===== src/hdl/crt_pkg.sv =====
// Shared types, constants and calendar helper functions for the RTC tick core.
package crt_pkg;

    // Stream widths (tdata padded to whole bytes)
    localparam int IN_DATA_W  = 48;
    localparam int IN_USER_W  = 2;
    localparam int OUT_DATA_W = 80;

    // Counter limits
    localparam int TICKS_PER_SECOND_DEF = 1000;
    localparam int SEC_PER_MIN          = 60;
    localparam int MIN_PER_HOUR         = 60;
    localparam int HOUR_PER_DAY         = 24;
    localparam int MONTH_WRAP           = 13;
    localparam int YEAR_CENTURY         = 100;

    // Request commands
    typedef enum logic [1:0] {
        CMD_TICK   = 2'd0,
        CMD_SET_DT = 2'd1,
        CMD_SET_MS = 2'd2
    } cmd_t;

    // Values carried by set requests
    typedef struct packed {
        logic [5:0] second;
        logic [5:0] minute;
        logic [4:0] hour;
        logic [4:0] day;
        logic [3:0] month;
        logic [7:0] year;
        logic [9:0] millis;
    } set_t;

    // Calendar and uptime state
    typedef struct packed {
        logic [9:0]  millis;
        logic [5:0]  second;
        logic [5:0]  minute;
        logic [4:0]  hour;
        logic [4:0]  day;
        logic [3:0]  month;
        logic [7:0]  year;
        logic [31:0] uptime;
    } cal_state_t;

    localparam cal_state_t CAL_RESET = '{
        millis: 10'd0,
        second: 6'd0,
        minute: 6'd0,
        hour:   5'd0,
        day:    5'd1,
        month:  4'd1,
        year:   8'd26,
        uptime: 32'd0
    };

    // Gregorian leap rule on the 8-bit year; the only multiple of 400 in range is zero
    function automatic logic is_leap(input logic [7:0] y);
        logic div4;
        logic century;
        logic quad_century;
        div4         = (y[1:0] == 2'b00);
        quad_century = (y == 8'd0);
        century      = quad_century || (y == 8'(YEAR_CENTURY)) || (y == 8'(2 * YEAR_CENTURY));
        return (div4 && !century) || quad_century;
    endfunction

    // Month length; months outside 1-12 use 31 days
    function automatic logic [4:0] month_len(input logic [3:0] m, input logic leap);
        logic [4:0] len;
        unique case (m) inside
            4'd2:                   len = leap ? 5'd29 : 5'd28;
            4'd4, 4'd6, 4'd9, 4'd11: len = 5'd30;
            default:                len = 5'd31;
        endcase
        return len;
    endfunction

endpackage


===== src/hdl/crt_step.sv =====
// Next-state logic of the calendar: tick carry chain and set loads.
module crt_step #(
    parameter int TICKS_PER_SECOND = crt_pkg::TICKS_PER_SECOND_DEF
) (
    input  logic [1:0]          cmd,
    input  crt_pkg::set_t       set_val,
    input  crt_pkg::cal_state_t cur,
    output crt_pkg::cal_state_t nxt
);

    localparam logic [10:0] TPS_LIM = 11'(TICKS_PER_SECOND);

    logic [10:0] ms_inc;
    logic [6:0]  sec_inc;
    logic [6:0]  min_inc;
    logic [5:0]  hour_inc;
    logic [5:0]  day_inc;
    logic [4:0]  month_inc;
    logic [4:0]  day_len;
    logic        ms_wrap;
    logic        sec_wrap;
    logic        min_wrap;
    logic        hour_wrap;
    logic        day_wrap;
    logic        month_wrap;

    // Increment each counter and find its rollover
    assign ms_inc     = {1'b0, cur.millis} + 11'd1;
    assign sec_inc    = {1'b0, cur.second} + 7'd1;
    assign min_inc    = {1'b0, cur.minute} + 7'd1;
    assign hour_inc   = {1'b0, cur.hour} + 6'd1;
    assign day_inc    = {1'b0, cur.day} + 6'd1;
    assign month_inc  = {1'b0, cur.month} + 5'd1;
    assign day_len    = crt_pkg::month_len(cur.month, crt_pkg::is_leap(cur.year));

    assign ms_wrap    = (ms_inc >= TPS_LIM);
    assign sec_wrap   = (sec_inc >= 7'(crt_pkg::SEC_PER_MIN));
    assign min_wrap   = (min_inc >= 7'(crt_pkg::MIN_PER_HOUR));
    assign hour_wrap  = (hour_inc >= 6'(crt_pkg::HOUR_PER_DAY));
    assign day_wrap   = (day_inc > {1'b0, day_len});
    assign month_wrap = (month_inc >= 5'(crt_pkg::MONTH_WRAP));

    // Apply the request to the state
    always_comb
    begin
        nxt = cur;
        unique case (cmd)
            crt_pkg::CMD_TICK:
            begin
                nxt.uptime = cur.uptime + 32'd1;
                nxt.millis = ms_wrap ? 10'd0 : ms_inc[9:0];
                if (ms_wrap)
                begin
                    nxt.second = sec_wrap ? 6'd0 : sec_inc[5:0];
                    if (sec_wrap)
                    begin
                        nxt.minute = min_wrap ? 6'd0 : min_inc[5:0];
                        if (min_wrap)
                        begin
                            nxt.hour = hour_wrap ? 5'd0 : hour_inc[4:0];
                            if (hour_wrap)
                            begin
                                if (day_wrap)
                                begin
                                    nxt.day = 5'd1;
                                    if (month_wrap)
                                    begin
                                        nxt.month = 4'd1;
                                        nxt.year  = cur.year + 8'd1;
                                    end
                                    else
                                    begin
                                        nxt.month = month_inc[3:0];
                                    end
                                end
                                else
                                begin
                                    nxt.day = day_inc[4:0];
                                end
                            end
                        end
                    end
                end
            end
            crt_pkg::CMD_SET_DT:
            begin
                nxt.second = set_val.second;
                nxt.minute = set_val.minute;
                nxt.hour   = set_val.hour;
                nxt.day    = set_val.day;
                nxt.month  = set_val.month;
                nxt.year   = set_val.year;
            end
            crt_pkg::CMD_SET_MS:
            begin
                nxt.millis = set_val.millis;
            end
            default:
            begin
                nxt = cur;
            end
        endcase
    end

endmodule


===== src/hdl/crt_out_buf.sv =====
// Two-entry result buffer that decouples the output stream from the update stage.
module crt_out_buf #(
    parameter int WIDTH = crt_pkg::OUT_DATA_W
) (
    input  logic             clk,
    input  logic             rst_n,
    input  logic             push,
    input  logic [WIDTH-1:0] push_data,
    output logic             full,
    output logic             m_axis_tvalid,
    input  logic             m_axis_tready,
    output logic [WIDTH-1:0] m_axis_tdata
);

    logic [WIDTH-1:0] entry_reg [2];
    logic             wr_ptr_reg;
    logic             wr_ptr_next;
    logic             rd_ptr_reg;
    logic             rd_ptr_next;
    logic [1:0]       cnt_reg;
    logic [1:0]       cnt_next;
    logic             pop;

    assign full          = (cnt_reg == 2'd2);
    assign m_axis_tvalid = (cnt_reg != 2'd0);
    assign m_axis_tdata  = entry_reg[rd_ptr_reg];
    assign pop           = m_axis_tvalid && m_axis_tready;

    // Advance pointers and occupancy
    always_comb
    begin
        wr_ptr_next = push ? ~wr_ptr_reg : wr_ptr_reg;
        rd_ptr_next = pop ? ~rd_ptr_reg : rd_ptr_reg;
        cnt_next    = cnt_reg;
        if (push && !pop)
        begin
            cnt_next = cnt_reg + 2'd1;
        end
        else if (pop && !push)
        begin
            cnt_next = cnt_reg - 2'd1;
        end
    end

    always_ff @(posedge clk or negedge rst_n)
    begin
        if (!rst_n)
        begin
            wr_ptr_reg <= 1'b0;
            rd_ptr_reg <= 1'b0;
            cnt_reg    <= 2'd0;
        end
        else
        begin
            wr_ptr_reg <= wr_ptr_next;
            rd_ptr_reg <= rd_ptr_next;
            cnt_reg    <= cnt_next;
        end
    end

    // Store the pushed result
    always_ff @(posedge clk)
    begin
        if (push)
        begin
            entry_reg[wr_ptr_reg] <= push_data;
        end
    end

endmodule


===== src/hdl/calendar_rtc_tick_core.sv =====
// Top level of the millisecond-driven calendar clock with uptime counter.
// Each request on the slave stream (tuser = command) is registered, applied to the calendar
// state by the combinational step logic and the resulting date, time and uptime are queued as
// one result on the master stream. A new request is taken every cycle while the two-entry
// result buffer has room; each result is registered in that buffer, which drives m_axis.
// The sustained rate of one request per cycle while the buffer has room is set by the
// combinational counter carry chain between the input register and the state register.
// Command 0 ticks one millisecond, 1 loads the date and time, 2 loads the millisecond field,
// 3 leaves the state unchanged.
module calendar_rtc_tick_core #(
    parameter int TICKS_PER_SECOND = crt_pkg::TICKS_PER_SECOND_DEF
) (
    input  logic                             clk,
    input  logic                             rst_n,
    input  logic                             s_axis_tvalid,
    output logic                             s_axis_tready,
    // new_second, new_minute, new_hour, new_day, new_month, new_year, new_millis, zero pad
    input  logic [crt_pkg::IN_DATA_W-1:0]    s_axis_tdata,
    // cmd
    input  logic [crt_pkg::IN_USER_W-1:0]    s_axis_tuser,
    output logic                             m_axis_tvalid,
    input  logic                             m_axis_tready,
    // out_millis, out_second, out_minute, out_hour, out_day, out_month, out_year,
    // uptime_ticks, zero pad
    output logic [crt_pkg::OUT_DATA_W-1:0]   m_axis_tdata
);

    logic                in_vld_reg;
    logic [1:0]          in_cmd_reg;
    crt_pkg::set_t       in_set_reg;
    crt_pkg::set_t       in_set;
    crt_pkg::cal_state_t state_reg;
    crt_pkg::cal_state_t state_next;
    logic                ob_full;
    logic                adv;
    logic [crt_pkg::OUT_DATA_W-1:0] result_data;

    // Unpack the request payload
    assign in_set.second = s_axis_tdata[5:0];
    assign in_set.minute = s_axis_tdata[11:6];
    assign in_set.hour   = s_axis_tdata[16:12];
    assign in_set.day    = s_axis_tdata[21:17];
    assign in_set.month  = s_axis_tdata[25:22];
    assign in_set.year   = s_axis_tdata[33:26];
    assign in_set.millis = s_axis_tdata[43:34];

    assign adv           = in_vld_reg && !ob_full;
    assign s_axis_tready = !in_vld_reg || !ob_full;

    // Input register
    always_ff @(posedge clk or negedge rst_n)
    begin
        if (!rst_n)
        begin
            in_vld_reg <= 1'b0;
        end
        else if (s_axis_tready)
        begin
            in_vld_reg <= s_axis_tvalid;
        end
    end

    always_ff @(posedge clk)
    begin
        if (s_axis_tvalid && s_axis_tready)
        begin
            in_cmd_reg <= s_axis_tuser;
            in_set_reg <= in_set;
        end
    end

    crt_step #(
        .TICKS_PER_SECOND(TICKS_PER_SECOND)
    ) u_step (
        .cmd    (in_cmd_reg),
        .set_val(in_set_reg),
        .cur    (state_reg),
        .nxt    (state_next)
    );

    // Calendar state update
    always_ff @(posedge clk or negedge rst_n)
    begin
        if (!rst_n)
        begin
            state_reg <= crt_pkg::CAL_RESET;
        end
        else if (adv)
        begin
            state_reg <= state_next;
        end
    end

    // Pack the result and queue it
    assign result_data = {4'd0, state_next.uptime, state_next.year, state_next.month,
                          state_next.day, state_next.hour, state_next.minute,
                          state_next.second, state_next.millis};

    crt_out_buf #(
        .WIDTH(crt_pkg::OUT_DATA_W)
    ) u_out_buf (
        .clk          (clk),
        .rst_n        (rst_n),
        .push         (adv),
        .push_data    (result_data),
        .full         (ob_full),
        .m_axis_tvalid(m_axis_tvalid),
        .m_axis_tready(m_axis_tready),
        .m_axis_tdata (m_axis_tdata)
    );

`ifndef SYNTHESIS
    a_uptime_tick: assert property (@(posedge clk) disable iff (!rst_n)
        (adv && in_cmd_reg == crt_pkg::CMD_TICK) |=>
        (state_reg.uptime == $past(state_reg.uptime) + 32'd1))
        else $error("uptime did not advance on tick");

    a_uptime_set: assert property (@(posedge clk) disable iff (!rst_n)
        (adv && in_cmd_reg != crt_pkg::CMD_TICK) |=> $stable(state_reg.uptime))
        else $error("uptime changed on non-tick request");

    a_state_hold: assert property (@(posedge clk) disable iff (!rst_n)
        !adv |=> $stable(state_reg))
        else $error("calendar state changed without a request");

    a_sec_hold: assert property (@(posedge clk) disable iff (!rst_n)
        (adv && in_cmd_reg == crt_pkg::CMD_TICK &&
         ({1'b0, state_reg.millis} + 11'd1) < 11'(TICKS_PER_SECOND)) |=>
        $stable(state_reg.second))
        else $error("second changed without millisecond rollover");
`endif

endmodule


===== config.mk =====
export PLATFORM = sky130hd
export DESIGN_NAME = calendar_rtc_tick_core
export DESIGN_NICKNAME = d
export VERILOG_FILES = /design/src/hdl/crt_pkg.sv /design/src/hdl/crt_step.sv /design/src/hdl/crt_out_buf.sv /design/src/hdl/calendar_rtc_tick_core.sv
export SDC_FILE = /design/constraint.sdc
export NUM_CORES = 1
export LEC_CHECK = 0
export BUFFER_PORTS_ARGS = -buffer_cell sky130_fd_sc_hd__buf_4
export CAP_MARGIN = 30
export CELL_PAD_IN_SITES_DETAIL_PLACEMENT = 0
export CELL_PAD_IN_SITES_GLOBAL_PLACEMENT = 1
export CORE_ASPECT_RATIO = 0.8
export CORE_MARGIN = 2
export CORE_UTILIZATION = 45
export DETAILED_ROUTE_END_ITERATION = 16
export HOLD_SLACK_MARGIN = 0.1
export PLACE_DENSITY = 0.82
export SYNTH_ARGS = -nofsm -noshare
export SYNTH_HDL_FRONTEND = slang
export SYNTH_HIERARCHICAL = 1
export SYNTH_SLANG_ARGS = --single-unit

===== constraint.sdc =====
create_clock -name clk -period 5.5 [get_ports clk]
set_clock_uncertainty 0.15 [all_clocks]
set_input_delay 1.1 -clock clk [delete_from_list [all_inputs] [get_ports clk]]
set_output_delay 1.1 -clock clk [all_outputs]
set_load 0.005 [all_outputs]

==> impl_metrics.ini <==
[status]
outcome = finished, final reports clean

[grt]
grt_max_degree = 62
grt_pass1_vias = 8260
grt_pass1_wl_mm = 46.9
grt_usage = 0.188
grt-ovfl-total = 0
antenna_found_initial = 0

[yosys]
syn-instance-count = 944
synth_seq_cells = 287
yosysWarnings = 6
synth_edf_count = 206
synth_top_cell_area_share = 0.449
synth_common_cells = edfxtp_1 (206), mux2_4 (108), dfrtp_1 (76)
synth.area.top_cells = edfxtp_1 (45%), dfrtp_1 (14%), mux2_4 (12%)
synth.most_common_cell = edfxtp_1
synth-seq-area-share = 0.597
synth_flop_cell = edfxtp_1
yosys.area.top_type = edfxtp_1
syn_avg_cell_area_um2 = 14.6
synth_area_um2 = 13800
synth-async-reset-ratio = 0.282
synth.distinct_cells = 83

[clock_tree]
cts_setup_buffers = 0
ctsResizeCount = 0
hold_buffers = 0
htreeDepth = 1
clock-sinks = 287
clockBufferDepth = 3
clk_pin_slew_ns = 0.07
cts_tree = built
cts-buffers-inserted = 29
cts-root-buf = clkbuf_16
insertion_delay_ns = 0.55

[critical_path]
required_ns = 5.78
reg2reg_setup_slack_ns = 1.21
cp.arrival_ns = 4.57
end_kind = register
critPathKind = reg -> reg
start_kind = register
worstSetupStartpoint = state_reg[40]
r2r-start = state_reg[40]
crit_fanout = 10

[timing]
setup_tns_ns = 0
maxClockFrequency_mhz = 233
setup_viol = 0
slew_violations = 0
rsz0062_at_grt = false
period_share = 0.780
worstMarginPinSlew_ns = 0.987
min_period_ns = 4.29
finalHoldViolCount = 0
maxSlewHeadroom = 0.342

[finish]
num_antenna_cells = 0
nets = 1147
area_growth_pct = 16.6
largest_reg_flops = 160
fin_util = 0.531
drive_gt1_frac = 0.342
num-fill-cells = 2544

[power_and_ir_drop]
p_leak_nw = 6.43
power.total_mw = 8.96
peakVddDrop_v = 0.000319
p_per_area_nw_per_um2 = 558

[route]
dr.pass1.iters = 5
vias = 8458
post_drt_wl_per_cell_um = 19.8
finalWirelength_mm = 30.0
initialDrtViolationCount = 678
drt-vias-per-instance = 5.60
drc = 0
ant_nets = 0

[place]
gp_congestion = 0.877
hpwl_mm = 19.1
port_buffers = 131

[die]
start_util = 0.455
coreArea_um2 = 30200
die_w_um = 200
pin_count = 136
rows = 57
die_area_um2 = 32000
die_h_um = 160

[min_path]
min-delay-start = u_out_buf/cnt_reg[1]
hold_class = reg -> reg

[job]
max_cap_violations = 0
==> power breakdown <==
group	internal [mW]	leakage [nW]	switching, mW
clock network	1.17	0.468	0.818
logic	1.75	2.99	1.46
registers	3.18	2.98	0.573
==> final cells by class <==
type	count	area, µm²	area share
clock inverter	13	150	0.00935
clock buffer	39	813	0.0507
timing repair buffer	146	1160	0.0723
inverter	19	71.3	0.00444
tap	413	517	0.0322
sequential	287	8220	0.512
multi-input combinational	594	5120	0.319
==> logic make-up after synthesis <==
kind of cell    share of synthesized area
compound gates                     0.0821
xor+xnor                           0.0229
fa+ha+maj                          0.0145
buf+inv                            0.0340
flops                               0.597
mux                                 0.160
other cells                      0.000272
simple gates                       0.0892
==> per-stage QoR <==
stage,cell area (µm²),cells,hold slack [ns],worst slack (ns)
floorplan,13800,951,0.298,0.209
CTS,16000,1510,0.349,1.23
finish,16100,1511,0.347,1.21
global placement,15000,1455,0.316,1.31
global route,16100,1511,0.369,0.914
detailed placement,15100,1458,0.334,1.28
==> cells in the final DEF, fill, tap and decap left out, types with 8 or more instances in the layout <==
cell type	n
xnor2_1	25
mux2_2	48
a21oi_1	19
nor2_1	31
dfrtp_1	75
conb_1	8
and3_1	18
edfxtp_1	206
clkbuf_16	29
a22oi_1	19
o21ai_0	24
ha_1	16
nand3_1	39
nand4_1	11
inv_1	18
mux2_4	108
xor2_1	11
buf_4	141
nor4_1	8
a211o_1	9
nand2_1	52
nor3_1	15
and2_1	8
==> critical path, cell delays in order (launching register included) <==
cell	delay [ns]
dfstp_2	0.62
inv_1	0.12
ha_1	0.23
o211a_1	0.23
a211oi_1	0.19
ha_1	0.27
nand2_1	0.06
o211ai_1	0.14
o31ai_1	0.26
a31oi_1	0.34
a2111oi_4	0.79
and2_1	0.30
o211ai_1	0.16
mux2_4	0.28
==> routing by layer <==
layer / wire [µm] / part of all wire / vias to the layer above / global-route usage
met3: 1870 / 0.062 / 40 / 0.0269
met1: 14300 / 0.48 / 4268 / 0.289
met2: 13300 / 0.44 / 258 / 0.282
met4: 555 / 0.019 / 0 / 0.0384
li1: - / - / 3892 / -
met5: 0 / 0 / - / 0
==> worst paths after layout <==
path / end / depth (start not counted)
worst max-delay path: state_reg[32] / 13
worst min-delay path: u_out_buf/cnt_reg[1] / 1
worst max register to register: state_reg[32] / 13
worst min register to register: u_out_buf/cnt_reg[1] / 1
max in group asynchronous: u_out_buf/rd_ptr_reg / 2
min in group asynchronous: state_reg[63] / 1
Power figures use the tool's default switching activity.
